## src/rtl/tet_pkg.sv

```systemverilog
package tet_pkg;

   localparam int TABLE_DEPTH = 32;
   localparam int IDX_W       = $clog2(TABLE_DEPTH);
   localparam int SCAN_W      = $clog2(TABLE_DEPTH + 1);
   localparam int MAX_OUT     = 32;
   localparam int CNT_W       = $clog2(MAX_OUT + 1);
   localparam int QUEUE_DEPTH = 2;
   localparam int QPTR_W      = $clog2(QUEUE_DEPTH);
   localparam int QCNT_W      = $clog2(QUEUE_DEPTH + 1);

   typedef enum logic [1:0] {
      KIND_INSERT = 2'd0,
      KIND_TICK   = 2'd1,
      KIND_REMOVE = 2'd2
   } kind_type;

   typedef enum logic [2:0] {
      STAT_INSERTED     = 3'd0,
      STAT_FULL         = 3'd1,
      STAT_REMOVED      = 3'd2,
      STAT_EXPIRED      = 3'd3,
      STAT_NONE_EXPIRED = 3'd4
   } status_type;

   typedef enum logic [1:0] {
      BK_IDLE,
      BK_INSERT,
      BK_SCAN,
      BK_FINISH
   } back_state_type;

   typedef struct packed {
      logic [31:0]        time_value;
      logic [7:0]         delay_type;
      logic [7:0]         effect_type;
      logic [15:0]        target_handle;
      logic [7:0]         target_type;
      logic [7:0]         map_index;
      logic signed [15:0] pos_x;
      logic signed [15:0] pos_y;
      logic signed [31:0] arg_one;
      logic signed [31:0] arg_two;
      logic signed [31:0] arg_three;
   } record_type;

   typedef struct packed {
      kind_type   kind;
      record_type rec;
   } cmd_type;

   typedef struct packed {
      status_type         status;
      logic [7:0]         delay_type;
      logic [7:0]         effect_type;
      logic [15:0]        target_handle;
      logic [7:0]         target_type;
      logic [7:0]         map_index;
      logic signed [15:0] pos_x;
      logic signed [15:0] pos_y;
      logic signed [31:0] arg_one;
      logic signed [31:0] arg_two;
      logic signed [31:0] arg_three;
      logic               last;
   } result_type;

   function automatic result_type to_result(record_type r, status_type s, logic l);
      result_type res;
      res.status        = s;
      res.delay_type    = r.delay_type;
      res.effect_type   = r.effect_type;
      res.target_handle = r.target_handle;
      res.target_type   = r.target_type;
      res.map_index     = r.map_index;
      res.pos_x         = r.pos_x;
      res.pos_y         = r.pos_y;
      res.arg_one       = r.arg_one;
      res.arg_two       = r.arg_two;
      res.arg_three     = r.arg_three;
      res.last          = l;
      return res;
   endfunction

   function automatic result_type simple_result(status_type s);
      result_type res;
      res        = '0;
      res.status = s;
      res.last   = 1'b1;
      return res;
   endfunction

endpackage

```

## src/rtl/tet_queue.sv

```systemverilog
module tet_queue (
   input  logic             clock,
   input  logic             reset,
   input  logic             push_valid,
   output logic             push_ready,
   input  tet_pkg::cmd_type push_data,
   output logic             pop_valid,
   input  logic             pop_ready,
   output tet_pkg::cmd_type pop_data
);
   import tet_pkg::*;

   cmd_type             entry_ff [QUEUE_DEPTH];
   logic [QPTR_W-1:0]   wr_ptr_ff, wr_ptr_in;
   logic [QPTR_W-1:0]   rd_ptr_ff, rd_ptr_in;
   logic [QCNT_W-1:0]   count_ff, count_in;
   logic                do_push, do_pop;

   assign push_ready = count_ff != QCNT_W'(QUEUE_DEPTH);
   assign pop_valid  = count_ff != '0;
   assign pop_data   = entry_ff[rd_ptr_ff];
   assign do_push    = push_valid && push_ready;
   assign do_pop     = pop_valid && pop_ready;

   always_comb begin
      wr_ptr_in = wr_ptr_ff;
      rd_ptr_in = rd_ptr_ff;
      count_in  = count_ff;
      if (do_push) begin
         wr_ptr_in = (wr_ptr_ff == QPTR_W'(QUEUE_DEPTH - 1)) ? '0 : wr_ptr_ff + 1'b1;
      end
      if (do_pop) begin
         rd_ptr_in = (rd_ptr_ff == QPTR_W'(QUEUE_DEPTH - 1)) ? '0 : rd_ptr_ff + 1'b1;
      end
      if (do_push && !do_pop) begin
         count_in = count_ff + 1'b1;
      end else if (do_pop && !do_push) begin
         count_in = count_ff - 1'b1;
      end
   end

   always_ff @(posedge clock) begin
      if (reset) begin
         wr_ptr_ff <= '0;
         rd_ptr_ff <= '0;
         count_ff  <= '0;
      end else begin
         wr_ptr_ff <= wr_ptr_in;
         rd_ptr_ff <= rd_ptr_in;
         count_ff  <= count_in;
      end
   end

   always_ff @(posedge clock) begin
      if (do_push) begin
         entry_ff[wr_ptr_ff] <= push_data;
      end
   end

endmodule

```

## config.mk

```make
export PLATFORM = sky130hd
export DESIGN_NAME = tet_queue
export DESIGN_NICKNAME = d
export VERILOG_FILES = /design/src/rtl/tet_pkg.sv /design/src/rtl/tet_queue.sv
export SDC_FILE = /design/constraint.sdc
export NUM_CORES = 1
export LEC_CHECK = 0
export ABC_AREA = 1
export ABC_CLOCK_PERIOD_IN_PS = 12400
export BUFFER_PORTS_ARGS = -buffer_cell sky130_fd_sc_hd__buf_2
export CAP_MARGIN = 5
export CORE_AREA = 3 3 232 143
export DETAILED_ROUTE_END_ITERATION = 10
export DIE_AREA = 0 0 235 146
export PLACE_DENSITY = 0.76
export RECOVER_POWER = 50
export SLEW_MARGIN = 20
export SYNTH_ARGS = -nofsm -noshare
export SYNTH_HDL_FRONTEND = slang
export SYNTH_SLANG_ARGS = --single-unit
```

## constraint.sdc

```tcl
create_clock -name clock -period 12.4 [get_ports clock]
set_input_delay 0.62 -clock clock [delete_from_list [all_inputs] [get_ports clock]]
set_output_delay 0.62 -clock clock [all_outputs]
set_load 0.02 [all_outputs]
```

# Word level (Yosys, flattened, before mapping)
# Memories as Yosys holds them, arrays and structs flattened. A register that Yosys moved wholly into a read port is not among the register bits.
# Index checks and enable logic that the tools add are counted.
# word_totals
mem_bits_rw,420
mem_count,1
elab_cells,25
ff_bits,4
# op_classes
reduce_logical,8
mux,8
n_addsub,4
n_eq_ne,1
# mem_list
name,depth,width,rd,rd_ports_with_merged_regs,wr,line_no,rtl
entry_ff,2,210,1,1,1,tet_queue.sv:13,cmd_type entry_ff [QUEUE_DEPTH];
# ops
op,n
2-to-1 mux 1 bit,6
logical AND 1 bit,4
2-to-1 mux 2 bit,2
nonzero test 2 bit,2
adder 1 bit (second input constant),2
adder 2 x 1 -> 2 bit (second input constant),1
zero test 1 bit,2
!= test 2 bit (second input constant),1
subtractor 2 x 1 -> 2 bit (second input constant),1

# Depth between registers and ports, before layout
# Gate-level depths: netlist (run 1).
# depth
ltp_word,6
mapped_depth,11

# Least setup slack after synthesis (run 1)
# No wires, ideal clock.
# synth_timing
kind,input -> register
start,input port push_valid
end,memory entry_ff[0][0] (netlist name) (enable)
t_arrival_ns,9.422
slack_ns,2.194
n_path_buf,0
stages,2
required_ns,11.616
cell_sequence,nand2_1 -> nor2_1
# synth_between
elab_chain_len,3
# synth_rtl
element,line_no,rtl
"start, declared",tet_queue.sv:4,"input logic push_valid,"
logical AND 1 bit,tet_queue.sv:22,assign do_push = push_valid && push_ready;
2-to-1 mux 1 bit,tet_queue.sv:55,if (do_push) begin
2-to-1 mux 1 bit (implied by the code),tet_queue.sv:56,entry_ff[wr_ptr_ff] <= push_data;
"end, declared",tet_queue.sv:13,
# Every way passes these cells.

# Worst setup path in the final report (run 1)
# layout_timing
start,register count_ff[0]
end,memory entry_ff[1][57] (netlist name) (enable)
# layout_between
elab_chain_len,4
# layout_rtl
element,line_no,rtl
"start, declared",tet_queue.sv:16,"logic [QCNT_W-1:0] count_ff, count_in;"
"start signal, assigned",tet_queue.sv:50,count_ff <= count_in;
!= test 2 bit,tet_queue.sv:19,assign push_ready = count_ff != QCNT_W'(QUEUE_DEPTH);
logical AND 1 bit,tet_queue.sv:22,
2-to-1 mux 1 bit,tet_queue.sv:55,
2-to-1 mux 1 bit (implied by the code),tet_queue.sv:56,
# Every way passes these cells.

==> results.ini, run 1 <==
[pwr]
p_leak_nw = 6.869
ir_drop_uv = 175.7
p_per_area_nw_per_um2 = 212.1

[floorplan]
rows = 50
die_h_um = 146
die_area_sq_um = 34310
coreArea_sq_um = 31090
dieWidth_um = 235
start_util = 0.4975
io_pins = 426

[synth]
synth_cell_types = 13
yosysSeqAreaShare = 0.8218
ys_warn_count = 0
synth_seq_cells = 425
syn-instance-count = 690
synth.cell_area_sq_um = 15470
syn_area_per_cell_sq_um = 22.42
synth_nets = 905

[sta]
final.setup.tns_ns = 0
setup_viol = 0
min_period_ns = 5.778
fmax_ghz = 0.1731
finalCritPeriodShare = 0.4659
skew_ns = 0.008734
finalMaxSlewViolations = 181
hold_viol_final = 0
tightest_slew_ns = 4.600
max_slew_margin = -2.067
rsz0062_at_grt = false
whs_ns = 0.2897

[grt]
grt-ovfl-total = 0
grt_pass1_vias = 8429
gr-usage-all-layers = 0.1826
antenna_found_initial = 6
grt_pass1_wl_mm = 48.72
grt_max_degree = 81

[worst_setup_path]
worst-endpoint-required_ns = 12.40
critical_path.top_delay_family = buffers and inverters
critPathBufInv = 2
end_kind = flop
critical-path-slowest-cell = clkbuf_1
critical_path.cell_chain = inv_1, nand2_1, nand2_1, nor2_1, clkbuf_1
critPathKind = reg -> reg
critPathLaunchType = flop
critPathMaxFanout = 80
critPathMaxStageDelay_ns = 3.29
critical_path_arrival_ns = 5.78
crit_top_cell = nand2_1

[route]
routedWlPerCell_um = 20.33
wl_mm = 32.31
drtAntennaViolNets = 0
drt_iter0_markers = 512
viasPerCell = 5.091
vias = 8089
route.detailed.drc = 0
dr.pass1.iters = 5

[clock_network]
insertion_delay_ns = 0.52
htreeDepth = 2
post_cts.repair.setup_buffers = 0
cts_tree = yes
ctsResizeCount = 0
cts_buffer_depth = 3
root_buffer = clkbuf_16
clock-sinks = 425
path_clk_slew_ns = 0.06
holdBufCountCts = 0
numCtsBuffers = 39

[placement]
dpl.hpwl_mm = 22.08
dpl.cell_count = 1516
gp_congestion = 0.7877
port_buffers = 425

[flow_run]
max-cap-violations = 4

[finish]
final_nets = 1356
instances_no_fill = 1589
syn2layout_area_growth_pct = 23.25
drive_gt1_frac = 0.5098

[run_status]
violations = max-capacitance violations, max-slew violations
status = complete, but fails checks

[hold_path]
hold_path_class = in -> reg

==> cell usage in the layout (no fill, tap or decap), drive strengths merged <==
cell	n
nand3	2
edfxtp	420
nand2	9
clkinvlp	1
nor2	7
o21ai	2
nand4	1
inv	9
buf	336
clkinv	16
mux2	210
ha	1
diode	2
dfxtp	5
clkbuf	146
a21oi	2
bufinv	4
==> report_power, final <==
group	switching, mW	internal, mW	leakage (nW)
sequential	0.0635	1.82	3.96
combinational	0.619	0.360	2.30
clock	0.489	0.688	0.613
total	1.17	2.87	6.87
==> state kept, by name, summed over array words and instances (netlist names), named ones only <==
register / count
count_ff: 2
entry_ff: 420
wr_ptr_ff: 1
rd_ptr_ff: 1
==> cells in the mapped netlist <==
master / instances / area, sq um
a21oi_1: 2 / 10.01
buf_2: 1 / 5.000
buf_6: 22 / 247.7
dfxtp_1: 5 / 100.1
edfxtp_1: 420 / 12610
ha_1: 1 / 12.51
inv_1: 8 / 30.03
mux2_2: 210 / 2365
nand2_1: 9 / 33.78
nand3_1: 2 / 10.01
nand4_1: 1 / 6.260
nor2_1: 7 / 26.28
o21ai_0: 2 / 10.01
==> routing by layer <==
metal,global-route usage,share of wire
met4,0.05593,0.027
met2,0.2974,0.48
met3,0.06856,0.095
met5,0,0.0018
met1,0.2299,0.40
==> path summary, 6_finish.rpt <==
path                            start  slack [ns]  cells past startpoint                   endpoint
max reg2reg  count_ff[0]$_SDFFE_PP0P_        6.62                      5  entry_ff[1][57]$_DFFE_PP_
min                     push_data[93]        0.29                      1  entry_ff[0][93]$_DFFE_PP_
min reg2reg    rd_ptr_ff$_SDFFE_PP0P_        0.53                      2                       flop
max          count_ff[0]$_SDFFE_PP0P_        6.62                      5  entry_ff[1][57]$_DFFE_PP_
==> cell families (layout without fill, tap and decap cells) <==
family,count (synthesis),in the layout,share of synthesized area
AOI/OAI and AO/OA,4,4,0.001294
adders and majority gates,1,1,0.0008087
buffers and inverters,31,512,0.01828
DFF,425,425,0.8218
muxes,210,210,0.1529
other,0,2,0
and+or+nand+nor,19,19,0.004935
==> through the flow <==
stage	utilization	cell area, sq um	setup slack [ns]	power, mW
after floorplan	-	15470	2.194	2.651
final	0.6132	19070	6.622	4.044
after global placement	0.5771	17940	8.876	2.891
after detailed placement	0.5771	17940	8.844	2.908
after CTS	0.6177	19200	8.660	4.092
after global routing	0.6131	19060	6.019	4.216
==> layout make-up <==
cell class | instances | area, sq um
tap | 416 | 520.5
fill | 2260 | 12030
timing repair buffer | 433 | 2058
inverter | 8 | 30.03
clock buffer | 49 | 1056
antenna | 2 | 5.005
sequential | 425 | 12720
clock inverter | 22 | 206.4
multi-input combinational | 234 | 2474
No activity file was read; power rests on OpenSTA's default activity.
==> inputs of run 2 (changes only) <==
--- a/config.mk
+++ b/config.mk
@@ -5,13 +5,13 @@
 export SDC_FILE = /design/constraint.sdc
 export NUM_CORES = 1
 export LEC_CHECK = 0
-export ABC_AREA = 1
-export ABC_CLOCK_PERIOD_IN_PS = 12400
+export ABC_AREA = 0
+export ABC_CLOCK_PERIOD_IN_PS = 5650
 export BUFFER_PORTS_ARGS = -buffer_cell sky130_fd_sc_hd__buf_2
 export CAP_MARGIN = 5
-export CORE_AREA = 3 3 232 143
+export CORE_AREA = 3 3 231 143
 export DETAILED_ROUTE_END_ITERATION = 10
-export DIE_AREA = 0 0 235 146
+export DIE_AREA = 0 0 234 146
 export PLACE_DENSITY = 0.76
 export RECOVER_POWER = 50
 export SLEW_MARGIN = 20
==> constraint.sdc (replaced) <==
create_clock -name clock -period 5.65 [get_ports clock]
set_input_delay 0.2825 -clock clock [delete_from_list [all_inputs] [get_ports clock]]
set_output_delay 0.2825 -clock clock [all_outputs]
set_load 0.02 [all_outputs]
==> results.ini, run 2 <==
[run_status]
status = complete, but fails checks
violations = max-capacitance violations, max-slew violations

[worst_setup_path]
end_kind = flop
critPathLaunchType = flop
critical_path_arrival_ns = 3.79
crit-reg2reg-launch = count_ff[0]$_SDFFE_PP0P_
critical-path-slowest-cell = clkbuf_2
critPathMaxFanout = 92
critPathMaxStageDelay_ns = 1.80
worstReg2RegEnd = entry_ff[1][139]$_DFFE_PP_
reg2reg_setup_slack_ns = 1.94
r2r_cells = 3
worst-endpoint-required_ns = 5.74
critPathKind = reg -> reg
critical_path.cell_chain = nand2b_1, and3_1, clkbuf_2

[grt]
antenna_found_initial = 3
gr-usage-all-layers = 0.2183
grt_pass1_vias = 9773
grt-ovfl-total = 0
grt_max_degree = 132
grt_pass1_wl_mm = 57.10

[sta]
hold_viol_final = 0
fmax_ghz = 0.2698
final.setup.tns_ns = 0
skew_ns = 0.02152
setup_viol = 0
tightest_slew_ns = 2.483
rsz0062_at_grt = false
setup_ws_ns = 1.943
min_period_ns = 3.707
finalMaxSlewViolations = 93
finalCritPeriodShare = 0.6561
max_slew_margin = -0.6550

[pwr]
p_leak_nw = 7.531
combPwrFrac = 0.265
internal_power_mw = 6.560
ir_drop_uv = 442.9
clkPwrFrac = 0.297
switching_share = 0.2988
p_per_area_nw_per_um2 = 442.3
seqPwrFrac = 0.438
switchingPower_mw = 2.795

[finish]
top_regs = entry_ff (420), count_ff (2)
final_nets = 1553
final_core_util = 0.6830
seq_area_sq_um = 12720
top_register = entry_ff
final_cell_mix = edfxtp_1 (420), buf_2 (239), dlygate4sd3_1 (211)
drive_gt1_frac = 0.3814
num-fill-cells = 1992
syn2layout_area_growth_pct = 36.87
layout_commonest_cell = edfxtp_1
largest_register_ffs = 420
multi_input_area_sq_um = 2484

[flow_run]
max-cap-violations = 1

[synth]
synth-edff-count = 420
synth-xor-area-share = 0.001700
synth.cell_area_sq_um = 15450
synth_simple_gate_area_share = 0.003239
synth_seq_cells = 425
yosys-top-cells-area = edfxtp_1 (82%), mux2_2 (15%), buf_6 (1.6%)
synthMuxAreaShare = 0.1530
synthAdderAreaFrac = 0.0008097
synth_cell_types = 18
synthTopCellsByCount = edfxtp_1 (420), mux2_2 (210), buf_6 (22)
async_reset_ff_frac = 0
yosys.area.top_type = edfxtp_1
synth_compound_area_frac = 0.001943
ys_warn_count = 0
synth_top_family_by_area = multiplexers
yosysTopAreaCellShare = 0.8162
syn-instance-count = 677
yosysMostFrequentCell = edfxtp_1
syn_area_per_cell_sq_um = 22.82
yosysSeqAreaShare = 0.8227
synth_nets = 892
synth_ff_type = edfxtp_1

[placement]
dp_slack_ns = 2.942
port_buffers = 425
gp_congestion = 0.7734
dpl.hpwl_mm = 21.51

[route]
viasPerCell = 5.069
drt_iter0_markers = 573
vias = 9054
wl_mm = 38.20
route.detailed.drc = 0
drtAntennaViolNets = 0
dr.pass1.iters = 5
routedWlPerCell_um = 21.39

[clock_network]
cts_buffer_depth = 3
insertion_delay_ns = 0.52
clock-sinks = 425
holdBufCountCts = 211
root_buffer = clkbuf_16
numCtsBuffers = 39
htreeDepth = 2
ctsResizeCount = 0
post_cts.repair.setup_buffers = 0
path_clk_slew_ns = 0.06
cts_tree = yes

[hold_path]
whs_path_depth = 3
min_to = wr_ptr_ff$_SDFFE_PP0P_
hold_start = push_valid
hold_path_class = in -> reg

[floorplan]
rows = 50
dieWidth_um = 234
io_pins = 426
die_h_um = 146
die_area_sq_um = 34160
coreArea_sq_um = 30970
start_util = 0.4990

==> run 2: power by group through the flow <==
stage          registers, mW  clock network, mW  logic [mW]
6_report                4.10               2.78        2.48
5_1_grt                 4.14               2.96        2.62
4_1_cts                 4.09               2.79        2.49
3_5_place_dp            4.15                  0        2.35
3_3_place_gp            4.13                  0        2.34
2_1_floorplan           4.13                  0        1.70
==> run 2: worst max-delay path by stage <==
stage                              from                         end  slack, ns
3_3_place_gp   count_ff[0]$_SDFFE_PP0P_  entry_ff[0][200]$_DFFE_PP_       2.98
4_1_cts                            flop               pop_data[170]       2.45
2_1_floorplan  count_ff[0]$_SDFFE_PP0P_    entry_ff[0][0]$_DFFE_PP_       0.22
5_1_grt        count_ff[0]$_SDFFE_PP0P_  entry_ff[1][139]$_DFFE_PP_       1.67
3_5_place_dp   count_ff[0]$_SDFFE_PP0P_  entry_ff[0][200]$_DFFE_PP_       2.94
6_report       count_ff[0]$_SDFFE_PP0P_  entry_ff[1][139]$_DFFE_PP_       1.94
==> run 2: final cells by class <==
cell class | count | share of cell area
Sequential cell | 425 | 0.6012
Timing Repair Buffer | 643 | 0.1927
Multi-Input combinational cell | 228 | 0.1174
Clock buffer | 43 | 0.04886
Tap cell | 416 | 0.02461
Clock inverter | 26 | 0.01420
Inverter | 1 | 0.0005324
Antenna cell | 4 | 0.0004733
==> run 2: kinds of logic after synthesis <==
kind of cell             after synthesis
XOR/XNOR                               3
buffers and inverters                 24
AND/OR/NAND/NOR                        9
flip-flops                           425
multiplexers                         210
adder cells (fa/ha/maj)                1
AO/OA/AOI/OAI                          5
==> run 2: per-layer routing <==
| layer | part of all wire | vias up | GRT usage | wire length [um] |
|---|---|---|---|---|
| met4 | 0.029 | 2 | 0.06968 | 1090 |
| li1 | - | 4039 | - | - |
| met1 | 0.38 | 4511 | 0.2631 | 14530 |
| met2 | 0.51 | 422 | 0.3770 | 19410 |
| met3 | 0.083 | 80 | 0.06592 | 3155 |
| met5 | 0.00034 | - | 0 | 13 |
==> run 2: metrics by stage <==
stage	std cells	power [mW]	hold slack (ns)	area, sq um
detailed placement	1502	6.505	0.4735	17940
global placement	1502	6.476	0.4703	17940
global route	1784	9.713	0.08837	21150
finish	1786	9.356	0.09641	21150
floorplan	677	5.830	0.3516	15450
CTS	1782	9.370	0.06739	21390
==> run 2: critical path, delay by kind of cell (launching register included) <==
kind | cells | cell delay (ns)
DFF | 1 | 0.40
and+or+nand+nor | 2 | 0.89
buffers and inverters | 1 | 1.80
